==> src/rtl/spq_fifo.sv <==
`timescale 1ns / 1ps
// ----------------------------------------------------------------------------
// spq_fifo
// Two-entry queue of finished frames between the front and the back.
// ----------------------------------------------------------------------------
module spq_fifo #(
  parameter int unsigned W = 8
) (
  input  logic         clk_i,
  input  logic         rst_ni,
  input  logic         push_i,
  input  logic [W-1:0] push_data_i,
  input  logic         pop_i,
  output logic         full_o,
  output logic         empty_o,
  output logic [W-1:0] head_o
);

  logic [W-1:0] mem_q [2];
  logic         wr_q, wr_d, rd_q, rd_d;
  logic [1:0]   cnt_q, cnt_d;

  assign full_o  = (cnt_q == 2'd2);
  assign empty_o = (cnt_q == 2'd0);
  assign head_o  = mem_q[rd_q];

  always_comb begin
    wr_d  = wr_q;
    rd_d  = rd_q;
    cnt_d = cnt_q;
    if (push_i) begin
      wr_d  = ~wr_q;
      cnt_d = cnt_d + 2'd1;
    end
    if (pop_i) begin
      rd_d  = ~rd_q;
      cnt_d = cnt_d - 2'd1;
    end
  end

  always_ff @(posedge clk_i or negedge rst_ni) begin
    if (!rst_ni) begin
      wr_q  <= 1'b0;
      rd_q  <= 1'b0;
      cnt_q <= 2'd0;
    end else begin
      wr_q  <= wr_d;
      rd_q  <= rd_d;
      cnt_q <= cnt_d;
    end
  end

  always_ff @(posedge clk_i) begin
    if (push_i) begin
      mem_q[wr_q] <= push_data_i;
    end
  end

endmodule

==> config.mk <==
export PLATFORM = sky130hd
export DESIGN_NAME = spq_fifo
export DESIGN_NICKNAME = d
export VERILOG_FILES = /design/src/rtl/spq_fifo.sv
export SDC_FILE = /design/constraint.sdc
export NUM_CORES = 1
export LEC_CHECK = 0
export ABC_AREA = 0
export BUFFER_PORTS_ARGS = -buffer_cell sky130_fd_sc_hd__buf_2
export CORE_ASPECT_RATIO = 0.6
export CORE_UTILIZATION = 30
export CTS_BUF_LIST = sky130_fd_sc_hd__clkbuf_4 sky130_fd_sc_hd__clkbuf_8
export CTS_CLUSTER_DIAMETER = 60
export DETAILED_ROUTE_END_ITERATION = 7
export PLACE_DENSITY = 0.6
export SYNTH_ARGS = -nofsm -noshare
export SYNTH_HDL_FRONTEND = slang
export SYNTH_SLANG_ARGS = --single-unit
==> constraint.sdc <==
create_clock -name clk_i -period 3.23 [get_ports clk_i]
set_input_delay 0.646 -clock clk_i [delete_from_list [all_inputs] [get_ports clk_i]]
set_output_delay 0.646 -clock clk_i [all_outputs]
set_load 0.03 [all_outputs]
==> results.md <==
* Outcome: completed
* Path type of the worst setup path: flip-flop to output port
* Reg2reg path depth at 1
* Fin Clk Skew at 7.01 ps
* Half-perimeter wire length after placement at 897 um
* Die extent in x at 69.4 um
* Cell chosen for the clock root: sky130_fd_sc_hd__clkbuf_8
* DR vias at approximately 440
* Number of antenna diodes at 0
* Cell count after placement at 97
* Total Die Area at 2940 sq um
* Data required time of the critical path at ~2600 ps
* Wire length per cell at 11.9 um
* Total routing resource utilization after global routing at a little under a tenth
* Number of rows in the core area at 14
* Fin nets at 84
* Top cell family by delay on the critical path: flip-flops
* Power density over the cells at 912 nW/um^2
* Filler Cells Inserted at 232
* Number of global-route vias before repair at 421
* Mux share of post-synthesis cell area at 11.0%
* Worst rel slew slack at about half
* Share of the yosys chip area belonging to registers at a little under three quarters
* Sinks on the clock net at 20
* Setup repair after global routing missed its margin: no
* GP Congestion at 0.677
* Critical Path, Cell by Cell: mux2_2, buf_2
* Non-filler instance count after layout at between 100 and 150
* Adder-Cell Fraction of Synth Area at under 10%
* TritonCTS buffer count at 3
* Core area at 2540 sq um
* Slew Limit Fails at 0
* Capturing point of the worst reg2reg path: mem_q[0][7]$_DFFE_PP_
* DR iter-0 viols at 30
* Class of the most critical hold timing path: primary input to async pin
* Residual overflow from global routing at 0
* Peak ir drop on the vdd network at 0.354 mV
* Post-CTS Hold Fix Bufs at 0
* Combined area of all synthesized cells at approximately 800 sq um
* Critical Path Slowest Stage Cell: sky130_fd_sc_hd__dfrtp_1
* Mapped Cells at 47
* Leakage power of the design at slightly below 0.4 nW
* Tcrit/Tclk final at 62.5%
* Count of pins on the block boundary at 22
* Dominant combinational cell family by area after synthesis: multiplexers
* Ratio of cells with drive above 1 in the final layout at 47.8%
* Unique cell type count in the Yosys netlist at 17
* Total routed wirelength at ~1200 um
* Complex-gate fraction of the synthesized area at under 10%
* Relative area change from synthesis to final layout at 20.7%
* Clock Latency Late Sink at 250 ps
* Post-synthesis cell type with the largest combined area: sky130_fd_sc_hd__edfxtp_1
* Count of input and output buffers at 21
* Vias per std cell at 4.32
* Count of synthesis-stage warnings from yosys at 0
* Xor and xnor fraction of the mapped netlist area at 4.29%
* Crit path buffers/inverters at 1
* Number of synthesized register bits at 20
* Post-synthesis net count at 61
* TNS Setup at 0 ps
* Remaining DRCs at 0
* Critical path capture point type: output port
* Simple-Gate Fraction of Synth Area at 2.45%
* Resized Gates After CTS at 0
* Register-to-Register Setup Slack at 1860 ps
* Number of antenna violations at the first check in global routing at 0
* Clock edge transition at the registers on the reported setup and hold paths at 70 ps
* Crit-path max FO at 9
* Maximum capacitance violations at 0
* DIE HEIGHT at between 40 and 50 um
* Post-CTS setup repair buffer count at 0
* CP startpoint kind: flip-flop
* Reg-to-reg critical path startpoint: wr_q$_DFFE_PN0P_
* Top cells by area, synth: sky130_fd_sc_hd__edfxtp_1 59%, sky130_fd_sc_hd__dfrtp_1 12%, sky130_fd_sc_hd__mux2_2 11%
* Largest incremental delay on the critical path at between 500 and 600 ps
* Fmax achieved at 495 MHz
* Largest net degree at the start of global routing at 12
* Measured slew at the worst slew-check pin at 760 ps
* Maximum buffer depth of the clock tree at 2
* Final hold violation count at 0
* Number of detailed-route iterations in the first pass at 2
* Starting utilization of the core area at 32.2%
* Post-synthesis average cell area at 17.4 sq um
* Area share of the largest cell type after synthesis at just under 60%
* Post-layout minimum cycle time at between 2000 and 2500 ps
* Post-DRT Antenna Nets at 0
* Global-route wire length before repair at 2060 um
* Clock tree from TritonCTS: built
* Count of final setup violators at 0
* # H-tree levels at 1
* Critical Path AT at 1370 ps
[layer usage]
layer	track usage (%)	up-vias	wire, um
met4	1.22	0	0
met3	5.29	0	87
met2	13.0	14	504
met1	13.3	206	609
li1	-	216	-
met5	0	-	0
[synth_stat cells]
cell type,number
sky130_fd_sc_hd__o31a_1,1
sky130_fd_sc_hd__mux2_2,8
sky130_fd_sc_hd__a2bb2oi_2,1
sky130_fd_sc_hd__a22oi_1,1
sky130_fd_sc_hd__buf_6,1
sky130_fd_sc_hd__nor2b_1,1
sky130_fd_sc_hd__xnor2_1,2
sky130_fd_sc_hd__nand2_1,1
sky130_fd_sc_hd__ha_1,2
sky130_fd_sc_hd__and2_1,1
sky130_fd_sc_hd__xor2_1,2
sky130_fd_sc_hd__edfxtp_1,16
sky130_fd_sc_hd__nor2_1,1
sky130_fd_sc_hd__inv_1,2
sky130_fd_sc_hd__a31oi_1,1
sky130_fd_sc_hd__dfrtp_1,4
sky130_fd_sc_hd__buf_2,2
[logic make-up after synthesis]
family / after synthesis
AO/OA/AOI/OAI: 4
XOR/XNOR: 4
adder cells (fa/ha/maj): 2
buffers and inverters: 5
flip-flops: 20
multiplexers: 8
AND/OR/NAND/NOR: 4
[power breakdown]
group	switching, W	internal [W]
sequential	0.0000452	0.000351
combinational	0.000208	0.000138
clock	0.0000731	0.0000843
total	0.000327	0.000573
[per-stage QoR]
stage	setup WS (ps)	power (W)	instance area, sq um	hold slack [ps]	utilization (%)
final	1210	0.000899	986	186	38.8
after global routing	1110	0.000957	986	181	38.8
after CTS	1180	0.000915	986	180	38.8
after detailed placement	1330	0.000753	941	458	37.0
after global placement	1330	0.000750	941	458	37.0
after floorplan	1670	0.000676	817	350	-
[flip-flops by register name, summed over array words and instances (netlist names)]
signal	cells
cnt_q	2
mem_q	16
rd_q	1
wr_q	1
[layout by cell type, fill, tap and decap left out]
cell	n
sky130_fd_sc_hd__clkinv_1	1
sky130_fd_sc_hd__nand2_1	1
sky130_fd_sc_hd__and2_1	1
sky130_fd_sc_hd__a22oi_1	1
sky130_fd_sc_hd__ha_1	2
sky130_fd_sc_hd__inv_1	2
sky130_fd_sc_hd__nor2_1	1
sky130_fd_sc_hd__edfxtp_1	16
sky130_fd_sc_hd__nor2b_1	1
sky130_fd_sc_hd__xnor2_1	2
sky130_fd_sc_hd__a2bb2oi_2	1
sky130_fd_sc_hd__xor2_1	2
sky130_fd_sc_hd__dfrtp_1	4
sky130_fd_sc_hd__a31oi_1	1
sky130_fd_sc_hd__mux2_2	8
sky130_fd_sc_hd__buf_2	21
sky130_fd_sc_hd__o31a_1	1
sky130_fd_sc_hd__clkbuf_8	3
[cell type report]
| cell class | instances | area (sq um) | area share, % |
|---|---|---|---|
| Clock buffer | 3 | 41.3 | 4.19 |
| Sequential cell | 20 | 581 | 58.9 |
| Inverter | 2 | 7.51 | 0.761 |
| Tap cell | 32 | 40.0 | 4.06 |
| Timing Repair Buffer | 21 | 105 | 10.7 |
| Multi-Input combinational cell | 22 | 208 | 21.1 |
| Clock inverter | 1 | 3.75 | 0.381 |
[how the worst max path moves through the flow]
stage / from / endpoint / slack (ps) / depth (start not counted)
CTS: rd_q$_DFFE_PN0P_ / head_o[2] / 1180 / 2
global route: rd_q$_DFFE_PN0P_ / head_o[2] / 1110 / 2
global placement: push_i / mem_q[0][5]$_DFFE_PP_ / 1330 / 2
detailed placement: push_i / mem_q[0][1]$_DFFE_PP_ / 1330 / 2
finish: rd_q$_DFFE_PN0P_ / head_o[0] / 1210 / 2
floorplan: rd_q$_DFFE_PN0P_ / head_o[0] / 1670 / 2
No activity file was read; power rests on OpenSTA's default activity.
