<file path="src/rtl/spq_pkg.sv">
`timescale 1ns / 1ps
// ----------------------------------------------------------------------------
// spq_pkg
// Shared types and constants of the skeleton pose quality qualifier.
// ----------------------------------------------------------------------------
package spq_pkg;

  localparam int unsigned NUM_JOINTS_DEF = 20;
  localparam int unsigned POS_WIDTH_DEF  = 16;

  localparam int unsigned JIDX_W  = 5;
  localparam int unsigned CNT_W   = 5;
  localparam int unsigned THR_W   = 5;
  localparam int unsigned CUT_W   = 16;
  localparam int unsigned MASK_W  = 20;
  localparam int unsigned CFG_W   = 20;
  localparam int unsigned CFG_IDX_W = 2;
  localparam int unsigned OUT_DW  = 16;

  // Configuration register indexes.
  localparam logic [CFG_IDX_W-1:0] REG_LOSS   = 2'd0;
  localparam logic [CFG_IDX_W-1:0] REG_REGAIN = 2'd1;
  localparam logic [CFG_IDX_W-1:0] REG_CUTOFF = 2'd2;
  localparam logic [CFG_IDX_W-1:0] REG_MASK   = 2'd3;

  localparam logic [THR_W-1:0]  LOSS_RST   = 5'd0;
  localparam logic [THR_W-1:0]  REGAIN_RST = 5'd20;
  localparam logic [CUT_W-1:0]  CUTOFF_RST = 16'd36045;
  localparam logic [MASK_W-1:0] MASK_RST   = 20'hCC000;

  // Key joint slots in the position store.
  localparam int unsigned NUM_SLOTS = 7;
  localparam logic [2:0] SLOT_J2   = 3'd0;
  localparam logic [2:0] SLOT_J4   = 3'd1;
  localparam logic [2:0] SLOT_J8   = 3'd2;
  localparam logic [2:0] SLOT_J12  = 3'd3;
  localparam logic [2:0] SLOT_J13  = 3'd4;
  localparam logic [2:0] SLOT_J15  = 3'd5;
  localparam logic [2:0] SLOT_J16  = 3'd6;
  localparam logic [2:0] SLOT_NONE = 3'd7;

  typedef struct packed {
    logic [THR_W-1:0]  loss;
    logic [THR_W-1:0]  regain;
    logic [CUT_W-1:0]  cutoff;
    logic [MASK_W-1:0] mask;
  } cfg_t;

  // Per-frame information handed from the front to the back.
  typedef struct packed {
    logic             strict;
    logic             playing;
    logic             usable;
    logic             in_range;
    logic [CNT_W-1:0] count;
  } frame_info_t;

  function automatic logic [2:0] key_slot(input logic [JIDX_W-1:0] j);
    logic [2:0] s;
    unique case (j)
      5'd2:    s = SLOT_J2;
      5'd4:    s = SLOT_J4;
      5'd8:    s = SLOT_J8;
      5'd12:   s = SLOT_J12;
      5'd13:   s = SLOT_J13;
      5'd15:   s = SLOT_J15;
      5'd16:   s = SLOT_J16;
      default: s = SLOT_NONE;
    endcase
    return s;
  endfunction

endpackage

</file>
<file path="src/rtl/spq_front.sv">
`timescale 1ns / 1ps
// ----------------------------------------------------------------------------
// spq_front
// Takes joint words, counts confident joints, keeps key joint positions and
// queues a frame record on the last joint.
// ----------------------------------------------------------------------------
module spq_front #(
  parameter int unsigned NUM_JOINTS = spq_pkg::NUM_JOINTS_DEF,
  parameter int unsigned POS_WIDTH  = spq_pkg::POS_WIDTH_DEF,
  localparam int unsigned KW = spq_pkg::NUM_SLOTS * 3 * POS_WIDTH
) (
  input  logic                         clk_i,
  input  logic                         rst_ni,
  input  logic [spq_pkg::MASK_W-1:0]   mask_i,
  input  logic                         valid_i,
  output logic                         ready_o,
  input  logic [spq_pkg::JIDX_W-1:0]   joint_index_i,
  input  logic                         joint_tracked_i,
  input  logic [3*POS_WIDTH-1:0]       pos_i,
  input  logic                         last_i,
  input  logic [3:0]                   flags_i,
  input  logic                         full_i,
  output logic                         push_o,
  output spq_pkg::frame_info_t         info_o,
  output logic [KW-1:0]                keys_o
);

  logic [3*POS_WIDTH-1:0]    key_q [spq_pkg::NUM_SLOTS];
  logic [spq_pkg::CNT_W-1:0] cnt_q, cnt_d, cnt_new;
  logic                      acc, in_set, forced;
  logic [31:0]               mask_ext;
  logic [2:0]                slot;

  assign ready_o  = ~full_i;
  assign acc      = valid_i & ready_o;
  assign in_set   = ({1'b0, joint_index_i} < 6'(NUM_JOINTS));
  assign mask_ext = {{(32 - spq_pkg::MASK_W){1'b0}}, mask_i};
  assign forced   = mask_ext[joint_index_i];
  assign slot     = in_set ? spq_pkg::key_slot(joint_index_i) : spq_pkg::SLOT_NONE;

  always_comb begin
    cnt_new = cnt_q;
    if (in_set && (joint_tracked_i || forced) && (cnt_q != 5'd31)) begin
      cnt_new = cnt_q + 5'd1;
    end
    cnt_d = cnt_q;
    if (acc) begin
      cnt_d = last_i ? '0 : cnt_new;
    end
  end

  // The queued snapshot already includes this joint's position.
  always_comb begin
    for (int s = 0; s < spq_pkg::NUM_SLOTS; s++) begin
      keys_o[s*3*POS_WIDTH +: 3*POS_WIDTH] = (slot == 3'(s)) ? pos_i : key_q[s];
    end
  end

  assign push_o           = acc & last_i;
  assign info_o.strict    = flags_i[3];
  assign info_o.playing   = flags_i[2];
  assign info_o.usable    = flags_i[1];
  assign info_o.in_range  = flags_i[0];
  assign info_o.count     = cnt_new;

  always_ff @(posedge clk_i or negedge rst_ni) begin
    if (!rst_ni) begin
      cnt_q <= '0;
    end else begin
      cnt_q <= cnt_d;
    end
  end

  always_ff @(posedge clk_i) begin
    if (acc && slot != spq_pkg::SLOT_NONE) begin
      key_q[slot] <= pos_i;
    end
  end

endmodule

</file>
<file path="config.mk">
export PLATFORM = sky130hd
export DESIGN_NAME = spq_front
export DESIGN_NICKNAME = d
export VERILOG_FILES = /design/src/rtl/spq_pkg.sv /design/src/rtl/spq_front.sv
export SDC_FILE = /design/constraint.sdc
export NUM_CORES = 1
export LEC_CHECK = 0
export BUFFER_PORTS_ARGS = -buffer_cell sky130_fd_sc_hd__buf_4
export CORE_MARGIN = 4
export CORE_UTILIZATION = 58
export CTS_BUF_LIST = sky130_fd_sc_hd__clkbuf_4 sky130_fd_sc_hd__clkbuf_8
export DETAILED_ROUTE_END_ITERATION = 16
export GPL_ROUTABILITY_DRIVEN = 0
export GPL_TIMING_DRIVEN = 0
export PLACE_DENSITY = 0.88
export SYNTH_ARGS = -nofsm -noshare
export SYNTH_HDL_FRONTEND = slang
export SYNTH_SLANG_ARGS = --single-unit
</file>
<file path="constraint.sdc">
create_clock -name clk_i -period 2.6 [get_ports clk_i]
set_input_delay 0.13 -clock clk_i [delete_from_list [all_inputs] [get_ports clk_i]]
set_output_delay 0.13 -clock clk_i [all_outputs]
set_load 0.02 [all_outputs]
</file>
==> results of run 1 <==
-- cell usage in the layout, fill, tap and decap left out, drive strengths merged, types with 2 or more instances in the layout --
master,Yosys,routed
nand3,6,6
nand2,4,4
mux2,339,339
edfxtp,336,336
nor3,3,3
nor2b,3,3
mux2i,2,2
inv,6,6
o41ai,2,2
nor4,3,3
nand4,4,4
clkbuf,2,75
mux4,3,3
dlygate4sd3,0,54
and3,4,4
nor3b,2,2
clkinv,0,18
o311ai,3,3
dfrtp,5,5
buf,43,476
ha,2,2
nor2,10,10
bufinv,0,2
xnor2,2,2
nand3b,2,2
-- cell families after synthesis --
logic type / after synthesis / share of synthesized area [%]
compound gates: 12 / 0.926
buf+inv: 51 / 1.69
simple gates: 48 / 1.98
mux: 344 / 26.4
fa+ha+maj: 2 / 0.168
xor+xnor: 3 / 0.177
flops: 341 / 68.7
-- timing repair --
| item | in CTS | in global routing |
|---|---|---|
| setup buffers | 1 | 1 |
| gates resized for setup | 2 | 8 |
| hold buffers | 54 | 0 |
| pin swaps | 1 | 1 |
| hold endpoints to repair | 345 | 0 |
| endpoints found under the setup margin | 24 | 40 |
-- worst max path at each step --
| stage | slack (ps) | to | cells after the start |
|---|---|---|---|
| final | 90 | info_o[4] | 6 |
| after global routing | 20 | info_o[4] | 6 |
| after CTS | 20 | keys_o[38] | 7 |
| after detailed placement | -770 | key_q[0][4] | 7 |
| after global placement | -1010 | key_q[4][34] | 5 |
| after floorplan | 180 | key_q[4][0] | 4 |
-- per-stage QoR --
step	total power [mW]	setup slack [ps]	hold WS [ps]	util [%]	cell area, um^2
2_1_floorplan	6.80	181	-166	-	14900
3_3_place_gp	7.33	-1010	-61.9	73.5	18500
3_5_place_dp	7.37	-772	-58.9	74.5	18800
4_1_cts	11.8	22.2	126	80.7	20300
5_1_grt	12.1	19.7	157	80.9	20400
6_report	11.8	87.6	168	80.9	20400
-- synthesized netlist by cell type (2+ instances only) --
cell and instances:
mux2_2 325, buf_4 6, buf_1 12, nor4_1 2, nor2b_1 3, inv_1 6
mux2_4 2, nand4_1 4, edfxtp_1 336, ha_1 2, nor3b_1 2, mux4_1 2
dfrtp_1 5, buf_2 24, o311ai_1 2, nand3_1 6, nand3b_1 2, clkbuf_1 2
nor3_1 2, xnor2_1 2, mux2i_1 2, and3_1 4, nor2_1 10, nand2_1 4
mux2_1 12
-- where the power goes --
part / leakage [nW] / switching (mW) / internal [mW]
combinational: 4.11 / 0.661 / 0.548
clock: 0.533 / 2.04 / 2.36
sequential: 3.08 / 0.0545 / 6.11
total: 7.72 / 2.76 / 9.01
-- state kept, by name (all words and copies together), names as in the netlist --
register / count
cnt_q: 5
key_q: 336
-- routing by layer --
layer | track usage [%] | part of all wire, % | vias to the layer above
li1 | - | - | 4277
met1 | 39.3 | 37 | 4946
met2 | 50.8 | 50 | 584
met3 | 7.18 | 8.6 | 114
met4 | 12.1 | 4.2 | 0
met5 | 0 | 0 | -
-- worst max-delay path: stages, from the launching register on --
cell and delay, ps:
dfrtp_1 430, ha_2 210, and3_4 190, ha_4 180, nor3_4 310, mux2_4 330, buf_4 160
-- area by class of cell --
cell class	count	area, um^2
buffer	45	236
clock buffer	70	870
clock inverter	21	145
fill	1281	4810
inverter	6	22.5
multi-input combinational	409	4480
sequential	341	10200
tap	330	413
timing repair buffer	490	3980
==> metrics.cfg, run 1 <==
[outcome]
status = complete, no violations

[clock_network]
h-tree-depth = 2
clk_latency_ps = 570
clockBufferDepth = 3
cts_tree = done
clkTransAtPathRegs_ps = 60
cts_buffers = 53
clkSinkCount = 341
root_buffer = clkbuf_8

[timing]
fin_crit_ps = 2510
fin_setup_tns_ps = 0
setup_viol = 0
hold_viol_final = 0
relSlewSlack_pct = 39.4
rsz0062_at_grt = false
timing.final.max_slew_violations = 0
fin_skew_ps = 5.66
timing.final.crit_share_pct = 96.6
fmax_mhz = 398
worst_pin_slew_ps = 910

[placed_design]
dp_hpwl_um = 28700
portBuffers = 424
placed_cells = 1565

[setup_path]
crit_fanout = 5
rr_endpoint = cnt_q[1]
rrSetupSlack_ps = 870
cp.required_ps = 2470
cp-start-kind = flop
endpoint_kind = output port
reg2reg_depth = 5
worstReg2RegStart = cnt_q[1]
path_class = flop to output port
cp-startpoint = cnt_q[1]
cp_data_arrival_time_ps = 2380

[synth]
yosys_register_bits = 341
synthDistinctLibCells = 47
synth-seq-area-share_pct = 68.7
synth.avg_cell_area_um2 = 18.6
synth_edf_count = 336
yosysTopAreaCellShare_pct = 67.9
syn_nets = 886
synthArstFlopShare_pct = 1.47
ys.flop_type = edfxtp_1
syn-instance-count = 801
yosys-top-cells-area = edfxtp_1 (68%), mux2_2 (25%), mux2_1 (0.91%), dfrtp_1 (0.84%), buf_2 (0.81%)
yosysWarningCount = 0
synth_top_area_cell = edfxtp_1
synth_area_um2 = 14900

[die]
die_w_um = 168
core_um2 = 25200
fp-row-count = 58
die_area_um2 = 28300
initial_core_util_pct = 59.0
die-height_um = 168
pin_count = 430

[route]
antenna_left = 0
wire_per_inst_um = 26.1
drc = 0
drt-initial-drc-count = 1087
drt_first_pass_iters = 5
vias_per_cell = 5.79
drt_wl_total_um = 44600
vias = 9921

[grt]
first_global_vias = 10300
grt_max_degree = 49
antenna_found_initial = 0
grt-ovfl-total = 0
grt_use_total_pct = 30.5
grt_pass1_wl_um = 65500

[cells_and_area]
drive_gt1_share_pct = 64.6
antennaDiodeCount = 0
fin_cells = 1712
fin_nets = 1431
syn_to_final_growth_pct = 37.0

[flow_run]
maxCapViolCount = 0

[power_and_ir_drop]
vdd_drop_max_mv = 0.522
power.leakage_nw = 7.72
powerDensity_nw_per_um2 = 578

[worst_hold_path]
min_to = cnt_q[1]
whs_path_depth = 4
hold_path.class = primary input to flop
min_from = joint_index_i[4]

(Power assumes the default switching activity.)
==> inputs of run 2 (changes only) <==
CELL_PAD_IN_SITES_DETAIL_PLACEMENT = 0   (was default)
CELL_PAD_IN_SITES_GLOBAL_PLACEMENT = 1   (was default)
CORE_UTILIZATION = 48   (was 58)
PLACE_DENSITY = default   (was 0.88)
PLACE_DENSITY_LB_ADDON = 0.1   (was default)
==> metrics.cfg, run 2 (synthesized netlist as in run 1, its figures left out) <==
[worst_hold_path]
hold_path.class = primary input to flop  ; unchanged

[die]
die-height_um = 184  ; was 168 um
core_um2 = 30600  ; was 25,200 um^2
fp-row-count = 64  ; was 58
die_w_um = 184  ; was 168 um
initial_core_util_pct = 48.6  ; was 59.0%
pin_count = 430  ; unchanged
die_area_um2 = 33900  ; was 28,300 um^2

[timing]
fin_skew_ps = 15.9  ; was 5.66 ps
fin_hold_ws_ps = 104  ; was 168 ps
worst_pin_slew_ps = 898  ; was 910 ps
timing.final.crit_share_pct = 95.8  ; was 96.6%
hold_viol_final = 0  ; unchanged
fmax_mhz = 402  ; was 398 MHz
rsz0062_at_grt = false  ; unchanged
setup_viol = 0  ; unchanged
fin_setup_tns_ps = 0  ; unchanged
timing.final.max_slew_violations = 0  ; unchanged
fin_crit_ps = 2490  ; was 2510 ps
relSlewSlack_pct = 40.2  ; was 39.4%
finalWorstSetupSlack_ps = 110  ; was 87.6 ps

[cells_and_area]
largest_reg_flops = 336  ; unchanged
final_core_util_pct = 67.1  ; was 80.9%
final_common_cell = buf_4  ; unchanged
final_cell_mix = buf_4 (433), edfxtp_1 (336), mux2_2 (325)  ; was buf_4 (432), edfxtp_1 (336), mux2_2 (325)
fin_area_um2 = 20500  ; was 20,400 um^2
top_register = key_q  ; unchanged
drive_gt1_share_pct = 65.2  ; was 64.6%
syn_to_final_growth_pct = 38.0  ; was 37.0%
fin_nets = 1438  ; was 1,431
fin_cells = 1783  ; was 1,712
antennaDiodeCount = 0  ; unchanged
top_regs = key_q: 336 flops, cnt_q: 5 flops  ; unchanged

[grt]
first_global_vias = 9632  ; was 10,300
grt_max_degree = 49  ; unchanged
grt-ovfl-total = 0  ; unchanged
antenna_found_initial = 0  ; unchanged
grt_pass1_wl_um = 62500  ; was 65,500 um
grt_use_total_pct = 24.6  ; was 30.5%

[route]
drt-initial-drc-count = 660  ; was 1,087
vias = 9487  ; was 9,921
drt_wl_total_um = 43400  ; was 44,600 um
antenna_left = 0  ; unchanged
drc = 0  ; unchanged
wire_per_inst_um = 24.3  ; was 26.1 um
vias_per_cell = 5.32  ; was 5.79
drt_first_pass_iters = 4  ; was 5

[clock_network]
clk_latency_ps = 580  ; was 570 ps
clkTransAtPathRegs_ps = 60  ; about the same
root_buffer = clkbuf_8  ; unchanged
clkSinkCount = 341  ; unchanged
cts_buffers = 57  ; was 53
cts_tree = done  ; unchanged
h-tree-depth = 2  ; unchanged
clockBufferDepth = 3  ; unchanged

[setup_path]
cp-start-kind = flop  ; unchanged
path_class = flop to output port  ; unchanged
cp_data_arrival_time_ps = 2360  ; was 2380 ps
crit_fanout = 5  ; unchanged
rrSetupSlack_ps = 880  ; was 870 ps
endpoint_kind = output port  ; unchanged
cp.required_ps = 2470  ; about the same

[flow_run]
maxCapViolCount = 0  ; unchanged

[power_and_ir_drop]
power.leakage_nw = 7.76  ; was 7.72 nW
power.total_mw = 11.8  ; about the same
powerDensity_nw_per_um2 = 574  ; was 578 nW/um^2
vdd_drop_max_mv = 0.370  ; was 0.522 mV

[placed_design]
dp_hpwl_um = 28100  ; was 28,700 um
pre_cts_ws_ps = -803  ; was -772 ps
portBuffers = 424  ; unchanged
placed_cells = 1633  ; was 1,565
place_area_um2 = 18900  ; was 18,800 um^2

[outcome]
status = complete, no violations  ; unchanged

[run 2: cell types whose count changed in the layout (fill, tap and decap cells not counted)]
| cell | change |
|---|---|
| and3_1 | +1 |
| and3_4 | -1 |
| buf_16 | +1 |
| buf_4 | +1 |
| buf_8 | +1 |
| bufinv_16 | -2 |
| clkbuf_4 | +10 |
| clkbuf_8 | +3 |
| clkinv_1 | -7 |
| clkinv_2 | -2 |
| clkinv_4 | -1 |
| clkinvlp_4 | +1 |
[run 2: worst max-delay path, stage by stage (launching register included)]
cell and delay (ps):
dfrtp_1 410, ha_2 200, and3_1 210, ha_4 190, nor3_4 280, mux2_4 330
buf_4 160
[run 2: path summary, 6_finish.rpt]
check,from,end,cells after the start
hold / removal,joint_index_i[1],key_q[4][12],3
max in group asynchronous,rst_ni,cnt_q[0],3
hold reg to reg,cnt_q[3],cnt_q[3],2
min in group asynchronous,rst_ni,cnt_q[1],3
setup / recovery,cnt_q[1],info_o[4],6
setup reg to reg,cnt_q[1],cnt_q[1],5
[run 2: per-layer routing]
metal  global-route usage, %  wire, um
met1                    32.1     17600
met3                    8.61      4030
met2                    39.7     20700
met4                    6.71      1100
met5                       0         0
[run 2: cell type report]
class | count | area, um^2
multi-input combinational | 409 | 4480
inverter | 6 | 22.5
clock buffer | 83 | 986
sequential | 341 | 10200
fill | 2210 | 10100
clock inverter | 10 | 47.5
timing repair buffer | 493 | 4030
tap | 396 | 495
buffer | 45 | 236
[run 2: report_power, final]
group	switching [mW]	total (mW)	internal (mW)	leakage, nW
combinational	0.641	1.20	0.556	4.13
clock	2.04	4.44	2.39	0.550
sequential	0.0424	6.15	6.11	3.08
total	2.73	11.8	9.06	7.76
[run 2: what timing repair did]
item / 4_1_cts / 5_1_grt
pin swaps: 1 / 1
resized for setup: 2 / 6
hold endpoints to repair: 345 / 0
buffers inserted: 1 / 2
endpoints found under the setup margin: 59 / 25
hold buffers: 54 / 0
==> inputs of run 3 (changes only) <==
ABC_AREA = 1   (was default)
CORE_UTILIZATION = 44   (was 48)
==> metrics.cfg, run 3 <==
[outcome]
status = complete, no violations  ; unchanged

[setup_path]
cp_data_arrival_time_ps = 2340  ; was 2360 ps
cp-start-kind = flop  ; unchanged
rrSetupSlack_ps = 870  ; was 880 ps
reg2reg_depth = 9  ; was 5
path_class = flop to output port  ; unchanged
worstReg2RegStart = cnt_q[0]  ; was cnt_q[1]
rr_endpoint = cnt_q[2]  ; was cnt_q[1]
crit_fanout = 6  ; was 5
cp.required_ps = 2470  ; about the same
endpoint_kind = output port  ; unchanged

[synth]
synthDistinctLibCells = 23  ; was 47
ys.flop_type = edfxtp_1  ; unchanged
yosysWarningCount = 0  ; unchanged
synthArstFlopShare_pct = 1.47  ; unchanged
synth.avg_cell_area_um2 = 11.3  ; was 18.6 um^2
synth_area_um2 = 14300  ; was 14,900 um^2
synth_edf_count = 336  ; unchanged
synth-seq-area-share_pct = 71.7  ; was 68.7%
synth_top_area_cell = edfxtp_1  ; unchanged
yosys_register_bits = 341  ; unchanged
syn_nets = 1351  ; was 886
syn-instance-count = 1266  ; was 801
yosysTopAreaCellShare_pct = 70.8  ; was 67.9%
yosys-top-cells-area = edfxtp_1 (71%), nand2_1 (11%), o21ai_1 (8.5%), o21ai_0 (3.3%), inv_1 (1.5%)  ; was edfxtp_1 (68%), mux2_2 (25%), mux2_1 (0.91%), dfrtp_1 (0.84%), buf_2 (0.81%)
synthMostInstantiatedCell = nand2_1  ; was edfxtp_1
synth.top_cells.by_count = nand2_1 (401), edfxtp_1 (336), o21ai_1 (242)  ; was edfxtp_1 (336), mux2_2 (325), buf_2 (24)

[timing]
fin_setup_tns_ps = 0  ; unchanged
fin_skew_ps = 13.0  ; was 15.9 ps
timing.final.max_slew_violations = 0  ; unchanged
timing.final.crit_share_pct = 95.0  ; was 95.8%
finalWorstSetupSlack_ps = 129  ; was 110 ps
fin_crit_ps = 2470  ; was 2490 ps
fmax_mhz = 405  ; was 402 MHz
hold_viol_final = 0  ; unchanged
relSlewSlack_pct = 34.3  ; was 40.2%
worst_pin_slew_ps = 984  ; was 898 ps
setup_viol = 0  ; unchanged
rsz0062_at_grt = false  ; unchanged

[flow_run]
maxCapViolCount = 0  ; unchanged

[route]
wire_per_inst_um = 23.7  ; was 24.3 um
antenna_left = 0  ; unchanged
drt-initial-drc-count = 989  ; was 660
drt_wl_total_um = 53600  ; was 43,400 um
drc = 0  ; unchanged
vias = 12100  ; was 9,487
drt_first_pass_iters = 6  ; was 4
vias_per_cell = 5.35  ; was 5.32

[clock_network]
clk_latency_ps = 580  ; about the same
root_buffer = clkbuf_8  ; unchanged
h-tree-depth = 2  ; unchanged
cts_tree = done  ; unchanged
clkTransAtPathRegs_ps = 50  ; was 60 ps
clockBufferDepth = 3  ; unchanged
cts_buffers = 55  ; was 57
clkSinkCount = 341  ; unchanged

[cells_and_area]
largest_reg_flops = 336  ; unchanged
top_regs = key_q: 336 flops, cnt_q: 5 flops  ; unchanged
top_register = key_q  ; unchanged
fin_cells = 2255  ; was 1,783
drive_gt1_share_pct = 30.8  ; was 65.2%
seq_area_um2 = 10200  ; about the same
fill_cells = 2614  ; was 2,210
multi_input_area_um2 = 3520  ; was 4480 um^2
final_cell_mix = buf_4 (429), nand2_1 (401), edfxtp_1 (336)  ; was buf_4 (433), edfxtp_1 (336), mux2_2 (325)
syn_to_final_growth_pct = 39.2  ; was 38.0%
final_common_cell = buf_4  ; unchanged
fin_nets = 1900  ; was 1,438

[power_and_ir_drop]
power.leakage_nw = 8.50  ; was 7.76 nW
clockPowerShare_pct = 38.2  ; was 37.6%
swShare_pct = 23.2  ; about the same
power_frac_seq_pct = 53.4  ; was 52.2%
power.total_mw = 11.4  ; was 11.8 mW
power.switching_mw = 2.65  ; was 2.73 mW
vdd_drop_max_mv = 0.393  ; was 0.370 mV
p_comb_share_pct = 8.4  ; was 10.2%
p_int_mw = 8.78  ; was 9.06 mW
powerDensity_nw_per_um2 = 576  ; was 574 nW/um^2

[worst_hold_path]
hold_path.class = primary input to flop  ; unchanged
min_from = joint_tracked_i  ; was joint_index_i[1]
whs_path_depth = 6  ; was 3
min_to = cnt_q[4]  ; was key_q[4][12]

[placed_design]
placed_cells = 2105  ; was 1,633
portBuffers = 424  ; unchanged
dp_hpwl_um = 35400  ; was 28,100 um
pre_cts_ws_ps = -273  ; was -803 ps

[die]
pin_count = 430  ; unchanged
die-height_um = 188  ; was 184 um
die_w_um = 188  ; was 184 um
initial_core_util_pct = 44.9  ; was 48.6%
fp-row-count = 65  ; was 64
die_area_um2 = 35300  ; was 33,900 um^2
core_um2 = 31700  ; was 30,600 um^2

[grt]
first_global_vias = 12100  ; was 9,632
grt_pass1_wl_um = 76200  ; was 62,500 um
antenna_found_initial = 1  ; was 0
grt_max_degree = 26  ; was 49
grt-ovfl-total = 0  ; unchanged
grt_use_total_pct = 28.9  ; was 24.6%

-- run 3: critical path, cell delays in order (launching register included) --
cell	delay (ps)
dfrtp_1	420
ha_1	240
and3_1	190
ha_1	210
a21oi_4	220
nand2_4	110
nand2_1	90
and2_1	150
buf_4	150
-- run 3: cells by family (layout without fill, tap and decap cells) --
kind of cell | Yosys count | count (layout) | synth area share [%]
XOR/XNOR | 2 | 2 | 0.123
AO/OA/AOI/OAI | 339 | 339 | 11.9
flip-flops | 341 | 341 | 71.7
other | 0 | 1 | 0
buffers and inverters | 139 | 725 | 4.05
adder cells (fa/ha/maj) | 2 | 2 | 0.176
AND/OR/NAND/NOR | 443 | 443 | 12.1
-- run 3: worst max path at each step --
stage / endpoint / start / cells after the start
finish: info_o[1] / cnt_q[0] / 8
CTS: info_o[1] / cnt_q[0] / 8
global route: info_o[1] / cnt_q[0] / 8
detailed placement: key_q[1][20] / joint_index_i[1] / 6
global placement: key_q[0][20] / joint_index_i[0] / 6
floorplan: key_q[0][0] / joint_index_i[1] / 6
-- run 3: power by group through the flow --
| stage | Sequential [mW] | Clock [mW] | Combinational, mW |
|---|---|---|---|
| finish | 6.10 | 4.37 | 0.958 |
| global placement | 6.21 | 0 | 0.864 |
| detailed placement | 6.21 | 0 | 0.883 |
| global route | 6.10 | 4.67 | 1.03 |
| floorplan | 6.21 | 0 | 0.404 |
| CTS | 6.10 | 4.40 | 0.956 |
-- run 3: layer usage --
layer | GRT usage [%] | share of wire [%]
met5 | 0 | 0
met4 | 10.8 | 3.5
met3 | 7.41 | 9.8
met2 | 48.3 | 49
met1 | 36.4 | 38
-- run 3: stage by stage --
stage / area [um^2] / hold WS, ps / util [%]
after floorplan: 14300 / -166 / -
after global placement: 18000 / -60.5 / 56.6
after detailed placement: 18300 / -60.1 / 57.5
after CTS: 19800 / 64.1 / 62.5
after global routing: 19800 / 125 / 62.5
final: 19800 / 90.4 / 62.5
-- run 3: timing repair --
| action | CTS | global route |
|---|---|---|
| endpoints found under the setup margin | 5 | 3 |
| hold buffers | 55 | 0 |
| endpoints found under the hold margin | 346 | 0 |
| setup buffers | 0 | 0 |
| resized for setup | 1 | 1 |
-- run 3: layout make-up --
cell class	instances	area share, %
clock inverter	20	0.580
buffer	77	1.73
inverter	62	1.17
sequential	341	51.5
tap	402	2.54
timing repair buffer	492	20.1
antenna	1	0.0126
multi-input combinational	786	17.8
clock buffer	74	4.57
